`src/rtl/nonpreemptive_priority_scheduler_defines.svh`:
```
// assertion macros for the priority scheduler rtl
// expects signals named clk and rst in the module that uses them
`ifndef NONPREEMPTIVE_PRIORITY_SCHEDULER_DEFINES_SVH
`define NONPREEMPTIVE_PRIORITY_SCHEDULER_DEFINES_SVH

// condition that holds at every edge out of reset
`define NPS_ASSERT_ALWAYS(label, expr, msg) \
  label: assert property (@(posedge clk) disable iff (rst) (expr)) else $error(msg);

// same-cycle implication
`define NPS_ASSERT_IMPL(label, ante, cons, msg) \
  label: assert property (@(posedge clk) disable iff (rst) (ante) |-> (cons)) else $error(msg);

// next-cycle implication
`define NPS_ASSERT_NEXT(label, ante, cons, msg) \
  label: assert property (@(posedge clk) disable iff (rst) (ante) |=> (cons)) else $error(msg);

`endif

```
`src/rtl/nps_pkg.sv`:
```
// shared types and constants of the priority scheduler
// no dependencies
package nps_pkg;

  localparam int SLOT_W    = 4;
  localparam int FTIME_W   = 16;
  localparam int BURST_W   = 16;
  localparam int FPRIO_W   = 8;
  localparam int CFG_W     = 5;

  localparam logic OP_LOAD = 1'b0;
  localparam logic OP_TICK = 1'b1;

  typedef enum logic [2:0] {
    ST_IDLE,
    ST_SCAN,
    ST_DRAIN,
    ST_SELECT,
    ST_FETCH,
    ST_EXEC,
    ST_REPORT
  } ctl_state_t;

  typedef enum logic [1:0] {
    PS_NEW     = 2'd0,
    PS_READY   = 2'd1,
    PS_RUNNING = 2'd2,
    PS_DONE    = 2'd3
  } proc_state_t;

  typedef struct packed {
    logic load;
    logic tick_idle;
    logic tick_begin;
    logic scan;
    logic select;
    logic exec;
    logic report;
  } nps_cmd_t;

  typedef struct packed {
    logic all_term;
    logic scan_last;
  } nps_stat_t;

endpackage

```
`src/rtl/nonpreemptive_priority_scheduler.sv`:
```
// Non-preemptive priority scheduler. Pulse start with operation = 0 to load one process slot,
// or operation = 1 to run one time tick. A tick scans n slots, n being active_count clamped
// to MAX_PROCESSES: the scan reads one slot per cycle from the arrival and priority memories,
// then selection, the fetch of the owner's remaining work and the update follow. A tick with
// every active process finished gives its beat in the next cycle. Each result beat shows on
// the result ports for one cycle with result_strobe high and cannot be held off; busy is low
// again in that cycle.
// active_count may only be written while busy is low.
// top level; depends on nps_pkg, nps_ctrl and nps_dp
module nonpreemptive_priority_scheduler import nps_pkg::*; #(
  parameter int MAX_PROCESSES = 16,
  parameter int TIME_BITS     = 16,
  parameter int PRIORITY_BITS = 8
) (
  input  logic               clk,
  input  logic               rst,
  input  logic               start,
  output logic               busy,
  input  logic               active_count_we,
  input  logic [CFG_W-1:0]   active_count,
  input  logic               operation,
  input  logic [SLOT_W-1:0]  slot,
  input  logic [FTIME_W-1:0] arrival_time,
  input  logic [BURST_W-1:0] burst_time,
  input  logic [FPRIO_W-1:0] priority_level,
  output logic               result_strobe,
  output logic [FTIME_W-1:0] tick_time,
  output logic               cpu_busy,
  output logic [SLOT_W-1:0]  running_slot,
  output logic [BURST_W-1:0] remaining_left,
  output logic [FTIME_W-1:0] first_start_time,
  output logic               just_finished,
  output logic [FTIME_W-1:0] finish_time,
  output logic               all_done
);

  nps_cmd_t  cmd;
  nps_stat_t stat;

  nps_ctrl u_ctrl (
    .clk       (clk),
    .rst       (rst),
    .start     (start),
    .operation (operation),
    .stat      (stat),
    .busy      (busy),
    .cmd       (cmd)
  );

  nps_dp #(
    .MAX_PROCESSES (MAX_PROCESSES),
    .TIME_BITS     (TIME_BITS),
    .PRIORITY_BITS (PRIORITY_BITS)
  ) u_dp (
    .clk              (clk),
    .rst              (rst),
    .cmd              (cmd),
    .stat             (stat),
    .active_count_we  (active_count_we),
    .active_count     (active_count),
    .slot             (slot),
    .arrival_time     (arrival_time),
    .burst_time       (burst_time),
    .priority_level   (priority_level),
    .result_strobe    (result_strobe),
    .tick_time        (tick_time),
    .cpu_busy         (cpu_busy),
    .running_slot     (running_slot),
    .remaining_left   (remaining_left),
    .first_start_time (first_start_time),
    .just_finished    (just_finished),
    .finish_time      (finish_time),
    .all_done         (all_done)
  );

endmodule

```
`src/rtl/nps_ram.sv`:
```
// generic single write port ram with registered read
// no dependencies
module nps_ram #(
  parameter int WIDTH = 16,
  parameter int DEPTH = 16,
  localparam int AW = (DEPTH > 1) ? $clog2(DEPTH) : 1
) (
  input  logic             clk,
  input  logic             we,
  input  logic [AW-1:0]    waddr,
  input  logic [WIDTH-1:0] wdata,
  input  logic [AW-1:0]    raddr,
  output logic [WIDTH-1:0] rdata
);

  logic [WIDTH-1:0] mem [DEPTH];

  always_ff @(posedge clk) begin
    if (we) begin
      mem[waddr] <= wdata;
    end
    rdata <= mem[raddr];
  end

endmodule

```
`src/rtl/nps_ctrl.sv`:
```
// control state machine of the priority scheduler
// depends on nps_pkg and the shared assertion macros
`include "nonpreemptive_priority_scheduler_defines.svh"

module nps_ctrl import nps_pkg::*; (
  input  logic      clk,
  input  logic      rst,
  input  logic      start,
  input  logic      operation,
  input  nps_stat_t stat,
  output logic      busy,
  output nps_cmd_t  cmd
);

  ctl_state_t state, state_next;

  always_ff @(posedge clk) begin
    if (rst) begin
      state <= ST_IDLE;
    end else begin
      state <= state_next;
    end
  end

  always_comb begin
    state_next = state;
    cmd        = '0;
    unique case (state)
      ST_IDLE: begin
        if (start) begin
          if (operation == OP_LOAD) begin
            cmd.load = 1'b1;
          end else if (stat.all_term) begin
            cmd.tick_idle = 1'b1;
          end else begin
            cmd.tick_begin = 1'b1;
            state_next     = ST_SCAN;
          end
        end
      end
      ST_SCAN: begin
        cmd.scan = 1'b1;
        if (stat.scan_last) begin
          state_next = ST_DRAIN;
        end
      end
      // last slot is evaluated here
      ST_DRAIN:  state_next = ST_SELECT;
      ST_SELECT: begin
        cmd.select = 1'b1;
        state_next = ST_FETCH;
      end
      ST_FETCH:  state_next = ST_EXEC;
      ST_EXEC: begin
        cmd.exec   = 1'b1;
        state_next = ST_REPORT;
      end
      ST_REPORT: begin
        cmd.report = 1'b1;
        state_next = ST_IDLE;
      end
      default:   state_next = ST_IDLE;
    endcase
  end

  assign busy = (state != ST_IDLE);

  `NPS_ASSERT_ALWAYS(a_cmd_onehot, $onehot0(cmd), "more than one datapath command at once")
  `NPS_ASSERT_NEXT(a_report_ends, state == ST_REPORT, state == ST_IDLE, "report not followed by idle")
  `NPS_ASSERT_IMPL(a_scan_active, state == ST_SCAN, !stat.all_term, "scan entered with nothing to run")

endmodule

```
`src/rtl/nps_dp.sv`:
```
// datapath of the priority scheduler: process tables, scan, selection, result registers
// depends on nps_pkg, nps_ram and the shared assertion macros
`include "nonpreemptive_priority_scheduler_defines.svh"

module nps_dp import nps_pkg::*; #(
  parameter int MAX_PROCESSES = 16,
  parameter int TIME_BITS     = 16,
  parameter int PRIORITY_BITS = 8
) (
  input  logic               clk,
  input  logic               rst,
  input  nps_cmd_t           cmd,
  output nps_stat_t          stat,
  input  logic               active_count_we,
  input  logic [CFG_W-1:0]   active_count,
  input  logic [SLOT_W-1:0]  slot,
  input  logic [FTIME_W-1:0] arrival_time,
  input  logic [BURST_W-1:0] burst_time,
  input  logic [FPRIO_W-1:0] priority_level,
  output logic               result_strobe,
  output logic [FTIME_W-1:0] tick_time,
  output logic               cpu_busy,
  output logic [SLOT_W-1:0]  running_slot,
  output logic [BURST_W-1:0] remaining_left,
  output logic [FTIME_W-1:0] first_start_time,
  output logic               just_finished,
  output logic [FTIME_W-1:0] finish_time,
  output logic               all_done
);

  localparam int SW = $clog2(MAX_PROCESSES);
  localparam int NW = $clog2(MAX_PROCESSES + 1);

  logic [CFG_W-1:0]         count_reg;
  logic [NW-1:0]            n_act;
  logic [TIME_BITS-1:0]     t_cur;
  logic [TIME_BITS-1:0]     t_inc;
  logic [SW-1:0]            owner;
  logic                     owner_valid;
  proc_state_t              status [MAX_PROCESSES];
  logic                     started [MAX_PROCESSES];
  logic [SW-1:0]            scan_idx;
  logic                     eval_vld;
  logic [SW-1:0]            eval_idx;
  logic                     found;
  logic [SW-1:0]            best_idx;
  logic [PRIORITY_BITS-1:0] best_prio;

  logic [TIME_BITS-1:0]     arr_rd;
  logic [PRIORITY_BITS-1:0] prio_rd;
  logic [BURST_W-1:0]       rem_rd;
  logic [TIME_BITS-1:0]     start_rd;
  logic [BURST_W-1:0]       rem_dec;
  logic                     fin;

  logic                     load_ok;
  logic [SW-1:0]            load_idx;
  logic                     admit;
  logic                     eval_ready;
  logic                     better;
  logic                     take;
  logic                     all_term;

  logic                     rem_we;
  logic [SW-1:0]            rem_waddr;
  logic [BURST_W-1:0]       rem_wdata;
  logic                     start_we;
  logic [SW-1:0]            start_waddr;
  logic [TIME_BITS-1:0]     start_wdata;

  // active count above the table depth acts as the full table
  always_comb begin
    if (32'(count_reg) > 32'(MAX_PROCESSES)) begin
      n_act = NW'(MAX_PROCESSES);
    end else begin
      n_act = NW'(count_reg);
    end
  end

  always_comb begin
    all_term = 1'b1;
    for (int i = 0; i < MAX_PROCESSES; i++) begin
      if (i < int'(n_act) && status[i] != PS_DONE) begin
        all_term = 1'b0;
      end
    end
  end

  assign stat.all_term  = all_term;
  assign stat.scan_last = ((NW'(scan_idx) + NW'(1)) == n_act);

  assign t_inc    = t_cur + TIME_BITS'(1);
  assign load_ok  = cmd.load && (32'(slot) < 32'(MAX_PROCESSES));
  assign load_idx = SW'(slot);

  // admission and running minimum fused, one slot per cycle
  assign admit      = eval_vld && (status[eval_idx] == PS_NEW) && (arr_rd <= t_cur);
  assign eval_ready = eval_vld && ((status[eval_idx] == PS_READY) || admit);
  assign better     = eval_ready && !owner_valid && (!found || (prio_rd < best_prio));
  assign take       = cmd.select && !owner_valid && found;

  // zero remaining work saturates
  assign rem_dec = (rem_rd != '0) ? (rem_rd - BURST_W'(1)) : '0;
  assign fin     = (rem_dec == '0);

  assign rem_we      = load_ok || (cmd.exec && owner_valid);
  assign rem_waddr   = cmd.load ? load_idx : owner;
  assign rem_wdata   = cmd.load ? burst_time : rem_dec;
  assign start_we    = load_ok || (take && !started[best_idx]);
  assign start_waddr = cmd.load ? load_idx : best_idx;
  assign start_wdata = cmd.load ? '0 : t_cur;

  nps_ram #(.WIDTH(TIME_BITS), .DEPTH(MAX_PROCESSES)) u_arrival (
    .clk   (clk),
    .we    (load_ok),
    .waddr (load_idx),
    .wdata (TIME_BITS'(arrival_time)),
    .raddr (scan_idx),
    .rdata (arr_rd)
  );

  nps_ram #(.WIDTH(PRIORITY_BITS), .DEPTH(MAX_PROCESSES)) u_priority (
    .clk   (clk),
    .we    (load_ok),
    .waddr (load_idx),
    .wdata (PRIORITY_BITS'(priority_level)),
    .raddr (scan_idx),
    .rdata (prio_rd)
  );

  nps_ram #(.WIDTH(BURST_W), .DEPTH(MAX_PROCESSES)) u_remaining (
    .clk   (clk),
    .we    (rem_we),
    .waddr (rem_waddr),
    .wdata (rem_wdata),
    .raddr (owner),
    .rdata (rem_rd)
  );

  nps_ram #(.WIDTH(TIME_BITS), .DEPTH(MAX_PROCESSES)) u_start (
    .clk   (clk),
    .we    (start_we),
    .waddr (start_waddr),
    .wdata (start_wdata),
    .raddr (owner),
    .rdata (start_rd)
  );

  always_ff @(posedge clk) begin
    if (rst) begin
      count_reg     <= '0;
      t_cur         <= '0;
      owner         <= '0;
      owner_valid   <= 1'b0;
      scan_idx      <= '0;
      eval_vld      <= 1'b0;
      found         <= 1'b0;
      result_strobe <= 1'b0;
      for (int i = 0; i < MAX_PROCESSES; i++) begin
        status[i]  <= PS_NEW;
        started[i] <= 1'b0;
      end
    end else begin
      result_strobe <= cmd.tick_idle || cmd.report;
      eval_vld      <= cmd.scan;
      if (active_count_we) begin
        count_reg <= active_count;
      end
      if (cmd.tick_begin) begin
        scan_idx <= '0;
        found    <= 1'b0;
      end else if (cmd.scan) begin
        scan_idx <= scan_idx + SW'(1);
      end
      if (better) begin
        found <= 1'b1;
      end
      if (load_ok) begin
        status[load_idx]  <= PS_NEW;
        started[load_idx] <= 1'b0;
        // reloading the owner frees the cpu
        if (owner_valid && owner == load_idx) begin
          owner_valid <= 1'b0;
        end
      end else if (admit) begin
        status[eval_idx] <= PS_READY;
      end else if (take) begin
        owner            <= best_idx;
        owner_valid      <= 1'b1;
        status[best_idx] <= PS_RUNNING;
        started[best_idx] <= 1'b1;
      end else if (cmd.exec) begin
        t_cur <= t_inc;
        if (owner_valid && fin) begin
          status[owner] <= PS_DONE;
          owner_valid   <= 1'b0;
        end
      end
    end
  end

  // payload registers
  always_ff @(posedge clk) begin
    eval_idx <= scan_idx;
    if (better) begin
      best_idx  <= eval_idx;
      best_prio <= prio_rd;
    end
    if (cmd.tick_idle) begin
      tick_time        <= FTIME_W'(t_cur);
      cpu_busy         <= 1'b0;
      running_slot     <= '0;
      remaining_left   <= '0;
      first_start_time <= '0;
      just_finished    <= 1'b0;
      finish_time      <= '0;
      all_done         <= 1'b1;
    end else if (cmd.exec) begin
      tick_time        <= FTIME_W'(t_cur);
      cpu_busy         <= owner_valid;
      running_slot     <= owner_valid ? SLOT_W'(owner) : '0;
      remaining_left   <= owner_valid ? rem_dec : '0;
      first_start_time <= owner_valid ? FTIME_W'(start_rd) : '0;
      just_finished    <= owner_valid && fin;
      finish_time      <= (owner_valid && fin) ? FTIME_W'(t_inc) : '0;
    end else if (cmd.report) begin
      all_done <= all_term;
    end
  end

  `NPS_ASSERT_IMPL(a_owner_running, owner_valid, status[owner] == PS_RUNNING, "cpu owner not marked running")
  `NPS_ASSERT_IMPL(a_idle_beat_clean, result_strobe && !cpu_busy, !just_finished && finish_time == '0, "idle beat reports a completion")
  `NPS_ASSERT_IMPL(a_finish_zero, result_strobe && just_finished, cpu_busy && remaining_left == '0, "finish beat with work left")

endmodule
```
`config.mk`:
```
export PLATFORM = sky130hd
export DESIGN_NAME = nonpreemptive_priority_scheduler
export DESIGN_NICKNAME = d
export VERILOG_FILES = /design/src/rtl/nps_pkg.sv /design/src/rtl/nonpreemptive_priority_scheduler.sv /design/src/rtl/nps_ram.sv /design/src/rtl/nps_ctrl.sv /design/src/rtl/nps_dp.sv
export VERILOG_INCLUDE_DIRS = /design/src /design/src/rtl
export SDC_FILE = /design/constraint.sdc
export NUM_CORES = 1
export LEC_CHECK = 0
export ABC_AREA = 0
export BUFFER_PORTS_ARGS = -buffer_cell sky130_fd_sc_hd__buf_2
export CAP_MARGIN = 40
export CORE_MARGIN = 5
export CORE_UTILIZATION = 62
export DETAILED_ROUTE_END_ITERATION = 12
export HOLD_SLACK_MARGIN = 0.1
export PLACE_DENSITY = 0.79
export SYNTH_ARGS = -nofsm -noshare
export SYNTH_HDL_FRONTEND = slang
export SYNTH_HIERARCHICAL = 1
export SYNTH_SLANG_ARGS = --single-unit
```
`constraint.sdc`:
```
create_clock -name clk -period 5.55 [get_ports clk]
set_clock_uncertainty 0.15 [all_clocks]
set_input_delay 0 -clock clk [delete_from_list [all_inputs] [get_ports clk]]
set_output_delay 0 -clock clk [all_outputs]
set_load 0.01 [all_outputs]
```
# Yosys cells after proc, flatten, opt, wreduce, memory -nomap -nowiden
# Memories as Yosys holds them, arrays and structs flattened. A register that Yosys moved wholly into a read port is not among the register bits.
# Index checks and enable logic that the tools add are counted.
[op_classes]
eq_ne = 31
reduce_logical = 56
addsub = 4
muxes = 96
magnitude_cmp = 19
n_div = 0
mul = 0
shifts = 0
bitwise_logic = 4
[op_table]
columns = ["operator", "n"]
rows = [
  ["$mux W16", 8],
  ["$mux W1", 65],
  ["$ne A2 B2 Y1 const B", 21],
  ["$lt A4 B5 Y1 const A", 8],
  ["$mux W4", 10],
  ["$logic_and A1 B1 Y1", 27],
  ["$lt A3 B5 Y1 const A", 4],
  ["$mux W3", 6],
  ["$pmux W3 S6", 1],
  ["$add A16 B1 Y16 const B", 1],
  ["$le A16 B16 Y1", 1],
  ["$logic_not A16 Y1", 1],
  ["$reduce_bool A16 Y1", 1],
  ["$sub A16 B1 Y16 const B", 1],
  ["$reduce_and A4 Y1", 3],
  ["$lt A1 B5 Y1 const A", 2],
  ["$lt A2 B5 Y1 const A", 2],
  ["$mux W2", 5],
  ["$reduce_or A2 Y1", 5],
  ["$eq A3 B3 Y1 const B", 3],
  ["$reduce_bool A3 Y1", 3],
  ["$lt A8 B8 Y1", 1],
  ["$eq A3 B2 Y1 const B", 2],
  ["$add A4 B1 Y5 const B", 1],
  ["other kinds (17)", 28],
]
[totals]
out_inout_bits = 73
reg_bits = 123
latch_bits = 0
mem_bits_rw = 944
rom_bits = 0
memories = 6
wordCells = 236
inputBits = 54
[mem_list]
columns = ["name", "depth", "width", "rd", "rd_clocked_by_memory_dff", "wr", "line", "source"]
rows = [
  ["u_dp.u_arrival.mem", 16, 16, 1, 1, 1, "nps_ram.sv:16", "logic [WIDTH-1:0] mem [DEPTH];"],
  ["u_dp.u_remaining.mem", 16, 16, 1, 1, 1, "nps_ram.sv:16", ""],
  ["u_dp.u_start.mem", 16, 16, 1, 1, 1, "nps_ram.sv:16", ""],
  ["u_dp.u_priority.mem", 16, 8, 1, 1, 1, "nps_ram.sv:16", ""],
  ["u_dp.status", 16, 2, 17, 1, 16, "nps_dp.sv:40", "proc_state_t status [MAX_PROCESSES];"],
  ["u_dp.started", 16, 1, 1, 1, 16, "nps_dp.sv:41", "logic started [MAX_PROCESSES];"],
]

# Depth between registers and ports, before layout
# Gate-level depths: netlist of run 1.
[depth]
depth_word = 32
mapped_depth = 16
ltp_nobuf = 13

# Cells and area by module
# Netlist of run 1, hierarchy kept.
[modules_own_cells]
columns = ["module", "area_per_inst_um2", "n_inst", "cells_per_inst", "seq_area_each_um2"]
rows = [
  ["nps_ram (u_dp.u_arrival ...)", 10043.4, 3, 432, 8007.7],
  ["nps_dp", 8704.6, 1, 892, 4204.0],
  ["nps_ram (u_dp.u_priority)", 5147.4, 1, 229, 4003.8],
  ["nps_ctrl", 201.4, 1, 28, 60.1],
]

# Worst setup path before layout of run 1
# Ideal clock, no wire load.
[synth_timing]
path_kind = "register to register"
start = "reg u_ctrl.state[2]"
end = "mem u_dp.u_start.mem[0][0], enable pin"
synth_period_minus_slack_ps = 4011
path_stages_with_launch = 10
setup_time_ps = 409
path_buffers = 2
slack_ps = 1539
arrival_time_ps = 3452
t_required_ps = 4991
path_cell_list = "dfxtp_1 clkbuf_2 nor3_1 nand2_1 nor2_1 clkbuf_1 clkinv_1 o21ai_0 or3b_2 nor3_1"
[synth_rtl]
columns = ["element", "line", "source"]
rows = [
  ["from (decl)", "nps_ctrl.sv:15", "ctl_state_t state, state_next;"],
  ["from (signal assigned)", "nps_ctrl.sv:21", "state <= state_next;"],
  ["to (decl)", "nps_ram.sv:16", ""],
]

==> results of run 1 <==
## placed cells by master (no fill, tap or decap), types with 42 or more instances in the layout
master	synthesis	routed
nor2_1	149	140
dlygate4sd3_1	0	90
edfxtp_1	972	972
dfxtp_1	155	151
mux4_2	194	194
buf_2	18	130
clkbuf_16	0	111
buf_4	12	106
a22oi_1	115	115
nand2_1	163	163
o21ai_0	81	81
mux4_1	44	44
inv_1	42	42
## worst paths after layout
path,cells past startpoint,slack [ns],endpoint
min,2,0.10,u_dp/u_priority/mem[6][7]
min reg2reg,0,0.27,u_dp/tick_time[15]
max reg2reg,12,0.98,u_dp/status[9][0]
max,12,0.98,u_dp/status[9][0]
## logic make-up after synthesis
group / synth area share, %
flip-flops: 73.1
multiplexers: 12.9
AND/OR/NAND/NOR: 5.44
buffers and inverters: 1.92
AO/OA/AOI/OAI: 4.84
XOR/XNOR: 0.991
adder cells (fa/ha/maj): 0.787
## layout make-up
type	count	area, um^2
clock buffer	137	2950
multi-input combinational	1149	11100
inverter	44	165
sequential	1127	32300
tap	940	1180
timing repair buffer	338	2540
antenna	1	2.50
fill	4009	19400
clock inverter	58	679
## critical path, stage by stage (launching register included)
cell and delay, ns:
dfxtp_1 0.39, nor3_1 0.37, nand2_1 0.19, nor2_4 0.68, clkinv_1 0.56, nand2_1 0.33, a211oi_1 0.17, a22o_1 0.34
or2_1 0.24, nor3b_1 0.22, a31oi_1 0.07, buf_4 0.22, o21ai_0 0.31
## timing repair
action / in CTS / in global routing
endpoints found under the setup margin: 0 / 0
hold buffers: 90 / 0
hold endpoints to repair: 1094 / 0
resized for setup: 0 / 0
## where the power goes
part	internal, mW	switching (mW)
clock	4.39	3.07
sequential	9.33	0.0987
combinational	0.360	0.470
## through the flow
step | total power [mW] | hold WS [ns] | utilization [%] | std cells
global route | 18.3 | 0.121 | 72.4 | 3794
CTS | 17.8 | 0.102 | 72.3 | 3786
detailed placement | 10.4 | 0.105 | 65.9 | 3501
floorplan | 10.1 | -0.0809 | - | 2445
finish | 17.7 | 0.104 | 72.4 | 3794
global placement | 10.3 | 0.0920 | 65.5 | 3475
## routing by layer
metal	vias to the layer above	GRT usage, %
met5	-	0
met4	0	6.64
met3	203	5.79
met2	1349	45.3
met1	12600	36.5
li1	10400	-
==> impl_metrics.yaml, run 1 <==
status:
  status: "finished, final reports clean"
yosys:
  syn-cell-area_mm2: 0.0442
  post_synth.cell_area_avg_um2: 18.1
  synth_edf_count: 972
  ys_ff_latch: 1127
  synth_flop_cell: "edfxtp_1"
  synth.most_common_cell: "edfxtp_1"
  netlist.area_leader.share_pct: 66.1
  seq_area_frac_synth_pct: 73.1
  synthArstFlopShare_pct: 0
  yosysWarnings: 6
  synth.largest_area_cell: "edfxtp_1"
  synth_common_cells: "972 x edfxtp_1, 194 x mux4_2, 163 x nand2_1"
  yosysUniqueCellTypes: 77
  synth.area.top_cells: "edfxtp_1 66%, mux4_2 9.9%, dfxtp_1 7.0%"
  synth_nets: 2526
  syn_inst: 2445
detailed_routing:
  wl_met2_mm: 52.4
  routed_wl_mm: 104
  drtPass1Iterations: 6
  drt_iter0_drc: 2868
  drc: 0
  routed.top_layer: "met4"
  wl_met3_mm: 9.91
  viasPerCell: 6.48
  via_count: 24600
  met1_length_mm: 38.7
  antenna_left: 0
  wl_per_cell_um: 27.3
die:
  die_y_um: 277
  die-area_mm2: 0.0767
  rows: 97
  die_w_um: 277
  start_util_pct: 62.8
  top_level_ports: 127
  core_area_mm2: 0.0704
clock_network:
  htree_levels: 3
  cts_made_buffers: 107
  root_buffer: "clkbuf_16"
  cts_setup_buffers: 0
  clock_path_buffers: 3
  cts_tree: "done"
  clk_pin_slew_ns: 0.07
  clk_latency_ns: 0.68
  cts_sinks: 1127
finish:
  syn2layout_area_growth_pct: 15.3
  nNetsFinal: 2848
  final_area_mm2: 0.0510
  reg_top3: "u_dp/u_arrival/mem (256), u_dp/u_remaining/mem (256), u_dp/u_start/mem (256)"
  layout-drive-gt1-share_pct: 23.5
sta:
  tns_ns: 0
  hold_viol: 0
  relSlewSlack_pct: 37.0
  clock.fmax_mhz: 219
  fin_crit_sh_pct: 82.4
  final_max_slew_viol_count: 0
  setup_viol: 0
  worstMarginPinSlew_ns: 0.945
  setup_ws_ns: 0.979
  rsz0062_at_grt: "no"
  finalCriticalPeriod_ns: 4.57
placed_design:
  post-place-ws_ns: 1.09
  place_area_mm2: 0.0464
  hpwlAfterDp_mm: 59.8
  portBuffers: 126
  place_congestion: 0.868
global_routing:
  grt_pass1_vias: 25200
  grt_pass1_wl_mm: 157
  grt_max_degree: 59
  antenna_found_initial: 2
  gr-total-overflow: 0
  gr-usage-all-layers_pct: 26.8
min_path:
  hold_class: "primary input to flip-flop"
  worstHoldStart: "priority_level[7]"
pwr:
  peakVddDrop_mv: 0.572
  powerDensity_mw_per_mm2: 348
  p_leak_nw: 16.9
worst_setup_path:
  worstSetupStartpoint: "u_ctrl/state[1]"
  startpoint_type: "flip-flop"
  worstPathArrival_ns: 4.75
  crit_required_ns: 5.73
  r2r-start: "u_ctrl/state[1]"
  cp-end-kind: "flip-flop"
  critical_path_class: "flip-flop to flip-flop"
  cp_max_fo: 34
run:
  cap_violations: 0
Note: power is estimated with default switching activity, not from simulation.
==> run 2, diff against run 1 <==
- CORE_UTILIZATION: 62 -> 56
- PLACE_DENSITY: 0.79 -> 0.76
- clock period: 5.55 -> 4 ns (I/O delays scaled with it)
==> impl_metrics.yaml, run 2 (synthesized netlist as in run 1, its figures left out) <==
global_routing:
  gr-total-overflow: 0
  gr-usage-all-layers_pct: 23.5
  grt_max_degree: 135
  grt_pass1_wl_mm: 153
  grt_pass1_vias: 25100
  antenna_found_initial: 1
worst_setup_path:
  cpPeakStageDelay_ns: 0.59
  reg2reg_depth: 14
  r2r-start: "u_dp/t_cur[14]"
  cp-end-kind: "flip-flop"
  critPathSlowestCell: "dlygate4sd3_1"
  ff2ff_setup_slack_ns: 0.17
  crit_required_ns: 4.20
  rr_endpoint: "u_dp/started[3]"
  worstPathArrival_ns: 4.04
  crit_chain: "inv_1, ha_1, nand4_1, nor3_2, a21boi_0, o31ai_1, buf_4, a211oi_4, buf_6, nand3_2, o31ai_1, dlygate4sd3_1, inv_1, o21ai_0"
  critical_path_class: "flip-flop to flip-flop"
  cp_max_fo: 7
  startpoint_type: "flip-flop"
sta:
  finalCriticalPeriod_ns: 3.83
  worstMarginPinSlew_ns: 0.928
  relSlewSlack_pct: 37.9
  clock.fmax_mhz: 261
  rsz0062_at_grt: "yes"
  setup_viol: 0
  fin_crit_sh_pct: 95.8
  setup_ws_ns: 0.167
  final_max_slew_viol_count: 0
  hold_viol: 0
placed_design:
  place_area_mm2: 0.0468
  place_inst: 3648
  portBuffers: 126
  hpwlAfterDp_mm: 62.5
  place_congestion: 0.896
  post-place-ws_ns: 0.0549
min_path:
  min_to: "u_ctrl/state[0]"
  hold_depth: 4
  worstHoldStart: "start"
  hold_class: "primary input to flip-flop"
clock_network:
  cts_tree: "done"
  cts_made_buffers: 107
  htree_levels: 3
  clk_pin_slew_ns: 0.06
  clock_path_buffers: 3
  root_buffer: "clkbuf_16"
  cts_sinks: 1127
  clk_latency_ns: 0.69
finish:
  layout-drive-gt1-share_pct: 24.8
  nNetsFinal: 2882
  layout_common_cells: "972 x edfxtp_1, 194 x mux4_2, 162 x nand2_1"
  final_common_cell: "edfxtp_1"
  final_cells: 3944
  final_area_mm2: 0.0513
  reg_top3: "u_dp/u_arrival/mem (256), u_dp/u_remaining/mem (256), u_dp/u_start/mem (256)"
  regArea_mm2: 0.0323
  syn2layout_area_growth_pct: 16.1
  fill_cells: 5089
  fin_util_pct: 65.3
  multi_input_area_mm2: 0.0112
pwr:
  powerDensity_mw_per_mm2: 475
  peakVddDrop_mv: 0.437
  p_leak_nw: 17.0
  p_clk_share_pct: 41.4
  switchingPower_mw: 5.06
  p_int_mw: 19.3
  power_frac_seq_pct: 53.5
  p_comb_share_pct: 5.0
  power_mw: 24.4
  p_sw_share_pct: 20.8
detailed_routing:
  drtPass1Iterations: 5
  drc: 0
  viasPerCell: 6.19
  wl_per_cell_um: 25.6
  antenna_left: 0
  drt_iter0_drc: 3037
  via_count: 24400
  routed_wl_mm: 101
die:
  top_level_ports: 127
  die_w_um: 291
  rows: 103
  start_util_pct: 56.2
  die_y_um: 291
  core_area_mm2: 0.0786
  die-area_mm2: 0.0846
run:
  cap_violations: 0
status:
  status: "finished, final reports clean"
[run 2: layout make-up]
cell class	count	area share, %
sequential	1127	63.0
multi-input combinational	1149	21.8
clock buffer	139	5.88
timing repair buffer	372	5.42
tap	1050	2.56
clock inverter	61	1.06
inverter	44	0.322
antenna	2	0.00975
[run 2: how the worst max path moves through the flow]
stage                               from                    endpoint  depth (start not counted)
2_1_floorplan            u_ctrl/state[2]  u_dp/u_remaining/mem[0][0]                          9
3_3_place_gp   u_dp/u_remaining/rdata[1]          u_dp/status[10][0]                         12
3_5_place_dp   u_dp/u_remaining/rdata[1]          u_dp/status[11][0]                         12
4_1_cts        u_dp/u_remaining/rdata[1]          u_dp/status[11][0]                         12
5_1_grt                   u_dp/t_cur[14]          u_dp/status[14][1]                         14
6_report                  u_dp/t_cur[14]             u_dp/started[3]                         14
[run 2: worst max-delay path: cells and delay by family, from the launching register on]
kind / cells / cell delay, ns
AOI/OAI and AO/OA: 5 / 0.92
adders and majority gates: 1 / 0.34
buffers and inverters: 5 / 1.16
DFF: 1 / 0.36
and+or+nand+nor: 3 / 0.57
[run 2: through the flow]
stage	TNS, ns	hold slack, ns
floorplan	0	-0.0809
global placement	0	0.104
detailed placement	0	0.111
CTS	0	0.104
global route	-0.335	0.122
finish	0	0.128
[run 2: power by group through the flow]
stage	Clock [mW]	Combinational, mW	Sequential, mW
floorplan	0	0.741	13.2
global placement	0	1.07	13.3
detailed placement	0	1.13	13.3
CTS	10.2	1.21	13.0
global route	10.7	1.31	13.0
finish	10.1	1.22	13.0
[run 2: what timing repair did]
| action | 4_1_cts | 5_1_grt |
|---|---|---|
| resized for setup | 0 | 16 |
| setup endpoints to repair | 0 | 68 |
| hold buffers | 84 | 0 |
| hold endpoints to repair | 1036 | 0 |
| setup buffers | 0 | 1 |
[run 2: per-layer routing]
metal / part of all wire, % / global-route usage [%]
met5: 0 / 0
met4: 2.5 / 5.56
met3: 9.0 / 4.78
met2: 50 / 39.5
met1: 38 / 32.3
